--- config.mk ---
export PLATFORM = sky130hd
export DESIGN_NAME = capture_buffer_admission_monitor
export DESIGN_NICKNAME = d
export VERILOG_FILES = /design/src/cbam_pkg.sv /design/src/cbam_gap_unit.sv /design/src/capture_buffer_admission_monitor.sv
export SDC_FILE = /design/constraint.sdc
export NUM_CORES = 2
export LEC_CHECK = 0
export ABC_CLOCK_PERIOD_IN_PS = 19600
export BUFFER_PORTS_ARGS = -buffer_cell sky130_fd_sc_hd__buf_2
export CORE_ASPECT_RATIO = 0.75
export CORE_MARGIN = 2
export CORE_UTILIZATION = 60
export CTS_BUF_LIST = sky130_fd_sc_hd__clkbuf_4 sky130_fd_sc_hd__clkbuf_8
export DETAILED_ROUTE_END_ITERATION = 8
export PLACE_DENSITY_LB_ADDON = 0.25
export SYNTH_ARGS = -nofsm -noshare
export SYNTH_HDL_FRONTEND = slang
export SYNTH_HIERARCHICAL = 1
export SYNTH_SLANG_ARGS = --single-unit
--- constraint.sdc ---
create_clock -name clk_i -period 19.6 [get_ports clk_i]
set_input_delay 1.96 -clock clk_i [delete_from_list [all_inputs] [get_ports clk_i]]
set_output_delay 1.96 -clock clk_i [all_outputs]
set_load 0.02 [all_outputs]
--- src/cbam_pkg.sv ---
// ----------------------------------------------------------------------------
// cbam_pkg
// Shared types and constants for the capture buffer admission monitor.
// ----------------------------------------------------------------------------
package cbam_pkg;

  localparam int unsigned TimeW   = 48;
  localparam int unsigned FracW   = 16;
  localparam int unsigned QTimeW  = TimeW + FracW;
  localparam int unsigned PeriodW = 40;
  localparam int unsigned LimitW  = 32;
  localparam int unsigned FramesW = 16;
  localparam int unsigned ProdW   = FramesW + PeriodW;
  localparam int unsigned TotalW  = 40;
  localparam int unsigned KeptW   = 14;
  localparam int unsigned SlotW   = 7;
  localparam int unsigned DepthW  = 8;
  localparam int unsigned CfgIdxW = 2;
  localparam int unsigned CfgW    = 40;
  localparam int unsigned InDataW  = 72;
  localparam int unsigned OutDataW = 136;

  localparam logic [CfgIdxW-1:0] CFG_FRAME_PERIOD = 2'd0;
  localparam logic [CfgIdxW-1:0] CFG_GAP_LIMIT    = 2'd1;
  localparam logic [CfgIdxW-1:0] CFG_FRAME_LIMIT  = 2'd2;

  localparam logic [PeriodW-1:0] FramePeriodReset = 40'd1365333333;
  localparam logic [LimitW-1:0]  GapLimitReset    = 32'd100000;

  localparam logic REQ_BUFFER  = 1'b0;
  localparam logic REQ_RELEASE = 1'b1;

  typedef enum logic [1:0] {
    VERDICT_CONTINUE = 2'd0,
    VERDICT_ABORT    = 2'd1,
    VERDICT_COMPLETE = 2'd2
  } verdict_e;

  typedef enum logic [2:0] {
    ERR_NONE       = 3'd0,
    ERR_INPUT_LOSS = 3'd1,
    ERR_CLOCK_GAP  = 3'd2,
    ERR_QUEUE_FULL = 3'd3,
    ERR_BAD_BUFFER = 3'd4
  } error_e;

  typedef struct packed {
    logic [TimeW-1:0] gap_ns;
    logic             over_limit;
  } gap_res_t;

endpackage

--- src/cbam_gap_unit.sv ---
// ----------------------------------------------------------------------------
// cbam_gap_unit
// Timestamp deviation against the predicted arrival time and limit check.
// ----------------------------------------------------------------------------
module cbam_gap_unit
  import cbam_pkg::*;
(
  input  logic [TimeW-1:0]  adc_time_i,
  input  logic [TimeW-1:0]  pred_base_i,
  input  logic [ProdW-1:0]  pred_prod_i,
  input  logic [LimitW-1:0] gap_limit_i,
  output gap_res_t          gap_o
);

  logic [QTimeW-1:0] diff;
  logic [QTimeW-1:0] gap_q;
  logic [QTimeW-1:0] limit_q;

  // modular distance in q16 ns, prediction kept as base plus product
  assign diff    = {adc_time_i, {FracW{1'b0}}} - {pred_base_i, {FracW{1'b0}}}
                   - {{(QTimeW-ProdW){1'b0}}, pred_prod_i};
  assign gap_q   = diff[QTimeW-1] ? (~diff + {{(QTimeW-1){1'b0}}, 1'b1}) : diff;
  assign limit_q = {{(QTimeW-LimitW-FracW){1'b0}}, gap_limit_i, {FracW{1'b0}}};

  assign gap_o.gap_ns     = gap_q[QTimeW-1:FracW];
  assign gap_o.over_limit = gap_q > limit_q;

endmodule

--- src/capture_buffer_admission_monitor.sv ---
// ----------------------------------------------------------------------------
// capture_buffer_admission_monitor
// Admits capture buffers into a bounded slot queue, polices timestamps,
// latches the first error and tracks occupancy, peak and largest gap.
// ----------------------------------------------------------------------------
// channel   dir  handshake              payload
// s_axis    in   tvalid/tready          tdata: buffer word, tuser: req_type
// m_axis    out  tvalid/tready          tdata: result word
// cfg       in   cfg_we_i               cfg_idx_i, cfg_data_i
//
// one word per cycle unless the result stalls; an accepted word passes
// the input register, then the result register after the single decision pass
// rate set by the 64 bit gap path and the 16x40 prediction multiply
// reset clears config to defaults, error, counters, queue and both stages
// a stalled result holds in the output register; the input register still
// takes a word, and s_axis_tready_o drops only when both stages are full
// ----------------------------------------------------------------------------
module capture_buffer_admission_monitor
  import cbam_pkg::*;
#(
  parameter int unsigned QUEUE_SLOTS       = 128,
  parameter int unsigned MAX_BUFFER_FRAMES = 8192
) (
  input  logic                clk_i,
  input  logic                rst_ni,
  input  logic                s_axis_tvalid_i,
  output logic                s_axis_tready_o,
  // frame_count, adc_time_ns, time_valid, data_present, overflow_flag,
  // underflow_flag, zero pad
  input  logic [InDataW-1:0]  s_axis_tdata_i,
  // req_type
  input  logic                s_axis_tuser_i,
  output logic                m_axis_tvalid_o,
  input  logic                m_axis_tready_i,
  // verdict, error_code, kept_frames, slot_index, queue_depth,
  // queue_high_water, max_gap_ns, accepted_total, zero pad
  output logic [OutDataW-1:0] m_axis_tdata_o,
  input  logic                cfg_we_i,
  input  logic [CfgIdxW-1:0]  cfg_idx_i,
  input  logic [CfgW-1:0]     cfg_data_i
);

  localparam int unsigned OccW    = $clog2(QUEUE_SLOTS + 1);
  localparam int unsigned SlotIdW = $clog2(QUEUE_SLOTS);

  // configuration
  logic [PeriodW-1:0] period_q;
  logic [LimitW-1:0]  gap_limit_q;
  logic [TotalW-1:0]  frame_limit_q;

  always_ff @(posedge clk_i or negedge rst_ni) begin
    if (!rst_ni) begin
      period_q      <= FramePeriodReset;
      gap_limit_q   <= GapLimitReset;
      frame_limit_q <= '0;
    end else if (cfg_we_i) begin
      case (cfg_idx_i)
        CFG_FRAME_PERIOD: period_q      <= cfg_data_i[PeriodW-1:0];
        CFG_GAP_LIMIT:    gap_limit_q   <= cfg_data_i[LimitW-1:0];
        CFG_FRAME_LIMIT:  frame_limit_q <= cfg_data_i[TotalW-1:0];
        default: ;
      endcase
    end
  end

  // input register
  logic               in_v_q;
  logic               in_req_q;
  logic [FramesW-1:0] in_frames_q;
  logic [TimeW-1:0]   in_adc_q;
  logic               in_tvalid_q;
  logic               in_data_q;
  logic               in_ovf_q;
  logic               in_unf_q;
  logic               out_v_q;
  logic               adv;

  assign adv             = in_v_q && (!out_v_q || m_axis_tready_i);
  assign s_axis_tready_o = !in_v_q || adv;

  always_ff @(posedge clk_i or negedge rst_ni) begin
    if (!rst_ni) begin
      in_v_q <= 1'b0;
    end else if (s_axis_tready_o) begin
      in_v_q <= s_axis_tvalid_i;
    end
  end

  always_ff @(posedge clk_i) begin
    if (s_axis_tready_o && s_axis_tvalid_i) begin
      in_req_q    <= s_axis_tuser_i;
      in_frames_q <= s_axis_tdata_i[15:0];
      in_adc_q    <= s_axis_tdata_i[63:16];
      in_tvalid_q <= s_axis_tdata_i[64];
      in_data_q   <= s_axis_tdata_i[65];
      in_ovf_q    <= s_axis_tdata_i[66];
      in_unf_q    <= s_axis_tdata_i[67];
    end
  end

  // monitor state
  error_e             err_q, err_d;
  logic               started_q, started_d;
  logic [TimeW-1:0]   pred_base_q, pred_base_d;
  logic [ProdW-1:0]   pred_prod_q, pred_prod_d;
  logic [TimeW-1:0]   max_gap_q, max_gap_d;
  logic [TotalW-1:0]  admitted_q, admitted_d;
  logic [SlotIdW-1:0] slot_q, slot_d;
  logic [OccW-1:0]    occ_q, occ_d;
  logic [OccW-1:0]    peak_q, peak_d;

  gap_res_t           gap;
  logic [ProdW-1:0]   prod;
  logic [TotalW-1:0]  room;
  logic               bad_buf;
  logic               limited;
  verdict_e           verdict;
  logic [FramesW-1:0] kept;
  logic [SlotIdW-1:0] slot_sel;
  logic [31:0]        slot_ext;
  logic [31:0]        occ_ext;
  logic [31:0]        peak_ext;

  cbam_gap_unit u_gap (
    .adc_time_i  (in_adc_q),
    .pred_base_i (pred_base_q),
    .pred_prod_i (pred_prod_q),
    .gap_limit_i (gap_limit_q),
    .gap_o       (gap)
  );

  assign prod    = ProdW'(in_frames_q) * ProdW'(period_q);
  assign limited = frame_limit_q != '0;
  assign room    = (frame_limit_q > admitted_q) ? (frame_limit_q - admitted_q) : '0;
  assign bad_buf = !in_data_q || (in_frames_q == '0) ||
                   (in_frames_q > FramesW'(MAX_BUFFER_FRAMES)) || !in_tvalid_q;

  always_comb begin
    err_d       = err_q;
    started_d   = started_q;
    pred_base_d = pred_base_q;
    pred_prod_d = pred_prod_q;
    max_gap_d   = max_gap_q;
    admitted_d  = admitted_q;
    slot_d      = slot_q;
    occ_d       = occ_q;
    peak_d      = peak_q;
    verdict     = VERDICT_CONTINUE;
    kept        = '0;
    slot_sel    = '0;
    if (in_req_q == REQ_RELEASE) begin
      if (occ_q != '0) begin
        occ_d = occ_q - OccW'(1);
      end
    end else if (err_q != ERR_NONE) begin
      verdict = VERDICT_ABORT;
    end else if (in_ovf_q || in_unf_q) begin
      err_d   = ERR_INPUT_LOSS;
      verdict = VERDICT_ABORT;
    end else if (bad_buf) begin
      err_d   = ERR_BAD_BUFFER;
      verdict = VERDICT_ABORT;
    end else begin
      if (started_q && (gap.gap_ns > max_gap_q)) begin
        max_gap_d = gap.gap_ns;
      end
      if (started_q && gap.over_limit) begin
        err_d   = ERR_CLOCK_GAP;
        verdict = VERDICT_ABORT;
      end else begin
        pred_base_d = in_adc_q;
        pred_prod_d = prod;
        if (occ_q >= OccW'(QUEUE_SLOTS)) begin
          err_d   = ERR_QUEUE_FULL;
          verdict = VERDICT_ABORT;
        end else begin
          kept = (limited && (TotalW'(in_frames_q) > room)) ? room[FramesW-1:0]
                                                             : in_frames_q;
          slot_sel   = slot_q;
          slot_d     = (slot_q == SlotIdW'(QUEUE_SLOTS - 1)) ? '0
                                                              : slot_q + SlotIdW'(1);
          occ_d      = occ_q + OccW'(1);
          if (occ_d > peak_q) begin
            peak_d = occ_d;
          end
          admitted_d = admitted_q + TotalW'(kept);
          started_d  = 1'b1;
          if (limited && (TotalW'(in_frames_q) >= room)) begin
            verdict = VERDICT_COMPLETE;
          end
        end
      end
    end
  end

  always_ff @(posedge clk_i or negedge rst_ni) begin
    if (!rst_ni) begin
      err_q       <= ERR_NONE;
      started_q   <= 1'b0;
      pred_base_q <= '0;
      pred_prod_q <= '0;
      max_gap_q   <= '0;
      admitted_q  <= '0;
      slot_q      <= '0;
      occ_q       <= '0;
      peak_q      <= '0;
    end else if (adv) begin
      err_q       <= err_d;
      started_q   <= started_d;
      pred_base_q <= pred_base_d;
      pred_prod_q <= pred_prod_d;
      max_gap_q   <= max_gap_d;
      admitted_q  <= admitted_d;
      slot_q      <= slot_d;
      occ_q       <= occ_d;
      peak_q      <= peak_d;
    end
  end

  // result register
  logic [OutDataW-1:0] out_data_q;

  assign slot_ext = 32'(slot_sel);
  assign occ_ext  = 32'(occ_d);
  assign peak_ext = 32'(peak_d);

  always_ff @(posedge clk_i or negedge rst_ni) begin
    if (!rst_ni) begin
      out_v_q <= 1'b0;
    end else if (adv) begin
      out_v_q <= 1'b1;
    end else if (m_axis_tready_i) begin
      out_v_q <= 1'b0;
    end
  end

  always_ff @(posedge clk_i) begin
    if (adv) begin
      out_data_q <= {6'b0, admitted_d, max_gap_d, peak_ext[DepthW-1:0],
                     occ_ext[DepthW-1:0], slot_ext[SlotW-1:0], kept[KeptW-1:0],
                     err_d, verdict};
    end
  end

  assign m_axis_tvalid_o = out_v_q;
  assign m_axis_tdata_o  = out_data_q;

endmodule

==> results by stage <==
Place:
- The congestion estimate from routability-driven global placement came to slightly below 1.
- The half-perimeter wire length after placement is 124000 um.
- The placement-stage cell area is approximately 56000 sq um.
- At the placement stage, the worst setup path has a slack of 8790 ps.
- The count of input and output buffers is approximately 250.

Die:
- The die width is between 300 and 400 um.
- The core outline area is roughly 89000 sq um.
- In this run the core area contains between 90 and 100 standard-cell rows.
- The die covers 92400 sq um.
- 258 I/O pins were placed.
- From bottom edge to top edge, the die measures 264 um.
- The starting density of the core is 0.604.

Clocking:
- The number of post-CTS setup repair buffers is 0.
- For the worst-skew pair, the clock arrives at the later sink with an insertion delay of 770 ps.
- The H-tree generated during clock tree synthesis spans 3 levels.
- CTS saw 532 sinks.
- The count of cells resized by post-cts repair is 0.
- The number of buffers created by CTS is 81.
- For this design, the CTS-stage hold fixing added 0 buffers.
- In this run the clock root is driven by a sky130_fd_sc_hd__clkbuf_8.
- No sink is reached through more buffers than the 3 on the longest clock path.
- The CTS tree is done.
- The clock-pin slew reported for the worst setup and hold paths after clock tree synthesis is 60 ps.

Logic synthesis:
- The mean instance size in the synthesized netlist is between 9 and 10 sq um.
- The synthesized design spends more area on one cell type than any other, namely sky130_fd_sc_hd__fa_1.
- Counting flops and latches in the post-synthesis netlist gives ~530.
- The count of yosys warnings during synthesis is 6.
- Synthesis handed over a netlist of 5867 instances.
- The total standard cell area after synthesis is 54000 sq um.
- In the synthesized netlist the dominant register cell turns out to be sky130_fd_sc_hd__dfrtp_1.
- By area the synthesized netlist is led by sky130_fd_sc_hd__fa_1 21%, sky130_fd_sc_hd__dfrtp_1 15%, sky130_fd_sc_hd__edfxtp_1 11%.
- The fraction of registers with async set or reset after synthesis is 0.626.
- In this run, synthesis inferred 199 flip-flops with an integrated enable.
- The share of synthesized area in the top cell type comes to 0.212.
- The share of the Yosys chip area taken by registers is 0.265.
- The netlist uses ~110 different library cells.

Worst setup path:
- Among the stages of the critical path, the cell type that occurs most often is sky130_fd_sc_hd__o21a_1.
- The startpoint kind of the worst setup timing path is a flop.
- Data on the critical path is required at its endpoint by just over 20000 ps.
- STA classifies the critical path endpoint as a flop.
- Data on the critical path arrives at its endpoint at 11850 ps.
- The largest stage delay on the critical path is 830 ps.
- The most critical setup path has its startpoint at in_adc_q[16].
- The source of the worst register-to-register timing path is in_adc_q[16].
- The cell with the largest stage delay on the worst path is sky130_fd_sc_hd__xor2_2.
- Along the worst path, the maximum fanout reaches 40.
- The worst setup path is of the flop to flop kind.

Routing:
- For this run, design rule violations remaining after detail routing come to 0.
- In this run, the number of DRC markers left after iteration 0 of detailed routing was about 4500.
- Across all layers, the routed design uses 44000 vias.
- The number of vias per cell after detailed routing is between 6 and 7.
- The aggregate routed wire length is 162000 um.
- Dividing the detail-routed wire length by the instance count gives 22.2 um.
- The first detailed-routing pass ran for 6 iterations.
- The number of antenna-violating nets in the routed design is 0.

Timing:
- Setup violations remaining at the end of the flow were counted as 0.
- Setup total negative slack on the finished layout was measured at 0 ps.
- Setup repair after global routing left no endpoint under its margin.
- Once routing completed, OpenROAD measured the worst setup slack at 8410 ps.
- For the final database, setup skew stands at 65.9 ps.
- In the finished design, the share of the clock period the worst path needs comes to 0.571.
- Timing would allow up to 89.4 MHz.
- At the pin with the least slew margin, the transition time is roughly 1200 ps.
- The routed design could run at a clock period as short as roughly 11000 ps.
- In this run the tightest slew margin relative to its limit is 0.185.
- The final max-slew violation count is 0.
- The final-report hold violation count is 0.

Global route:
- For this run the aggregate overflow at the end of global routing stands at 0.
- The number of antenna violations at the first check in global routing was 4.
- The wire length of the first global-routing pass is 250000 um.
- Across every metal layer, demand over resource in global routing totals 0.352.
- Entering global routing, the biggest net connects 101 pins.
- The via count of the first global-routing pass was between 40000 and 50000.

Worst hold path:
- The hold path startpoint is pred_prod_q[31].
- The min-delay analysis places its worst path in the category flop to flop.

Job:
- The number of max-cap violations is 0.

Final layout:
- In the final layout, the share of cells above drive strength 1 is 0.121.
- The final core area utilization is 0.647.
- The library cell used most frequently in the layout, excluding fill and tap cells, is sky130_fd_sc_hd__nand2_1.
- The top cell types in the final layout, fill and taps aside, are 1004 x sky130_fd_sc_hd__nand2_1, 792 x sky130_fd_sc_hd__inv_1, 572 x sky130_fd_sc_hd__fa_1, 364 x sky130_fd_sc_hd__ha_1, 313 x sky130_fd_sc_hd__dfrtp_1.
- The final-stage net count is 7037.
- Summing all non-filler instances in the final layout gives an area of 57900 sq um.
- From synthesis to final layout, the design area changed by 7.20%.

Outcome:
- The flow ran to the end, and the final reports show no timing, DRC or antenna violations.
==> path summary, 6_finish.rpt <==
kind,end,depth (start not counted),slack [ps]
max,admitted_q[38],35,8410
min,pred_prod_q[31],2,470
max reg2reg,admitted_q[38],35,8410
min reg2reg,pred_prod_q[31],2,470
max in group asynchronous,frame_limit_q[2],3,16070
min in group asynchronous,max_gap_q[0],1,1250
==> synth_stat cells (31+ instances only) <==
master,count
sky130_fd_sc_hd__mux2_2,182
sky130_fd_sc_hd__o21a_1,47
sky130_fd_sc_hd__nand2_1,1004
sky130_fd_sc_hd__fa_1,572
sky130_fd_sc_hd__nand4_1,100
sky130_fd_sc_hd__nor2_1,189
sky130_fd_sc_hd__xor2_1,73
sky130_fd_sc_hd__and3_1,40
sky130_fd_sc_hd__inv_1,793
sky130_fd_sc_hd__nor3_1,75
sky130_fd_sc_hd__clkbuf_1,238
sky130_fd_sc_hd__dfrtp_1,313
sky130_fd_sc_hd__o31ai_1,35
sky130_fd_sc_hd__ha_1,364
sky130_fd_sc_hd__o21ai_0,267
sky130_fd_sc_hd__o211ai_1,31
sky130_fd_sc_hd__a21o_1,120
sky130_fd_sc_hd__nand3_1,109
sky130_fd_sc_hd__nor4_1,36
sky130_fd_sc_hd__xnor2_1,154
sky130_fd_sc_hd__edfxtp_1,199
sky130_fd_sc_hd__a21oi_1,233
sky130_fd_sc_hd__and2_1,193
==> routing by layer <==
| metal | up-vias | routed length (um) | global-route usage |
|---|---|---|---|
| li1 | 19700 | - | - |
| met1 | 21800 | 68600 | 0.514 |
| met2 | 2225 | 68900 | 0.510 |
| met3 | 307 | 19000 | 0.101 |
| met4 | 0 | 4980 | 0.104 |
| met5 | - | 0 | 0 |
==> area by class of cell <==
class | count | area, sq um
Inverter | 793 | 2980
Sequential cell | 532 | 14300
Timing Repair Buffer | 310 | 1720
Fill cell | 7458 | 31500
Antenna cell | 4 | 10.0
Multi-Input combinational cell | 4263 | 35600
Clock inverter | 49 | 387
Tap cell | 1212 | 1520
Clock buffer | 103 | 1320
==> state kept, by name, summed over array words and instances (netlist names), 40 cells and up <==
signal          flops
admitted_q         40
frame_limit_q      40
in_adc_q           48
m_axis_tdata_o    130
max_gap_q          48
period_q           40
pred_base_q        48
pred_prod_q        56
==> through the flow <==
step | hold WS [ps] | cells
2_1_floorplan | 439 | 5872
3_3_place_gp | 456 | 7110
3_5_place_dp | 457 | 7110
4_1_cts | 471 | 7262
5_1_grt | 484 | 7265
6_report | 470 | 7266
==> kinds of logic after synthesis <==
family | synth area share
other | 0.0000695
DFF | 0.265
adders and majority gates | 0.296
and+or+nand+nor | 0.168
buffers and inverters | 0.0764
xor gates and xnor gates | 0.0374
AOI/OAI and AO/OA | 0.116
muxes | 0.0402
==> critical path: cells and delay by family (launching register included) <==
family / cells / cell delay [ps]
AO/OA/AOI/OAI: 17 / 4530
AND/OR/NAND/NOR: 9 / 2340
XOR/XNOR: 3 / 1310
adder cells (fa/ha/maj): 3 / 1290
buffers and inverters: 3 / 1040
flip-flops: 1 / 510
Power is not shown: default switching activity piles up to over one toggle a cycle in this logic, so the estimate is an artifact.
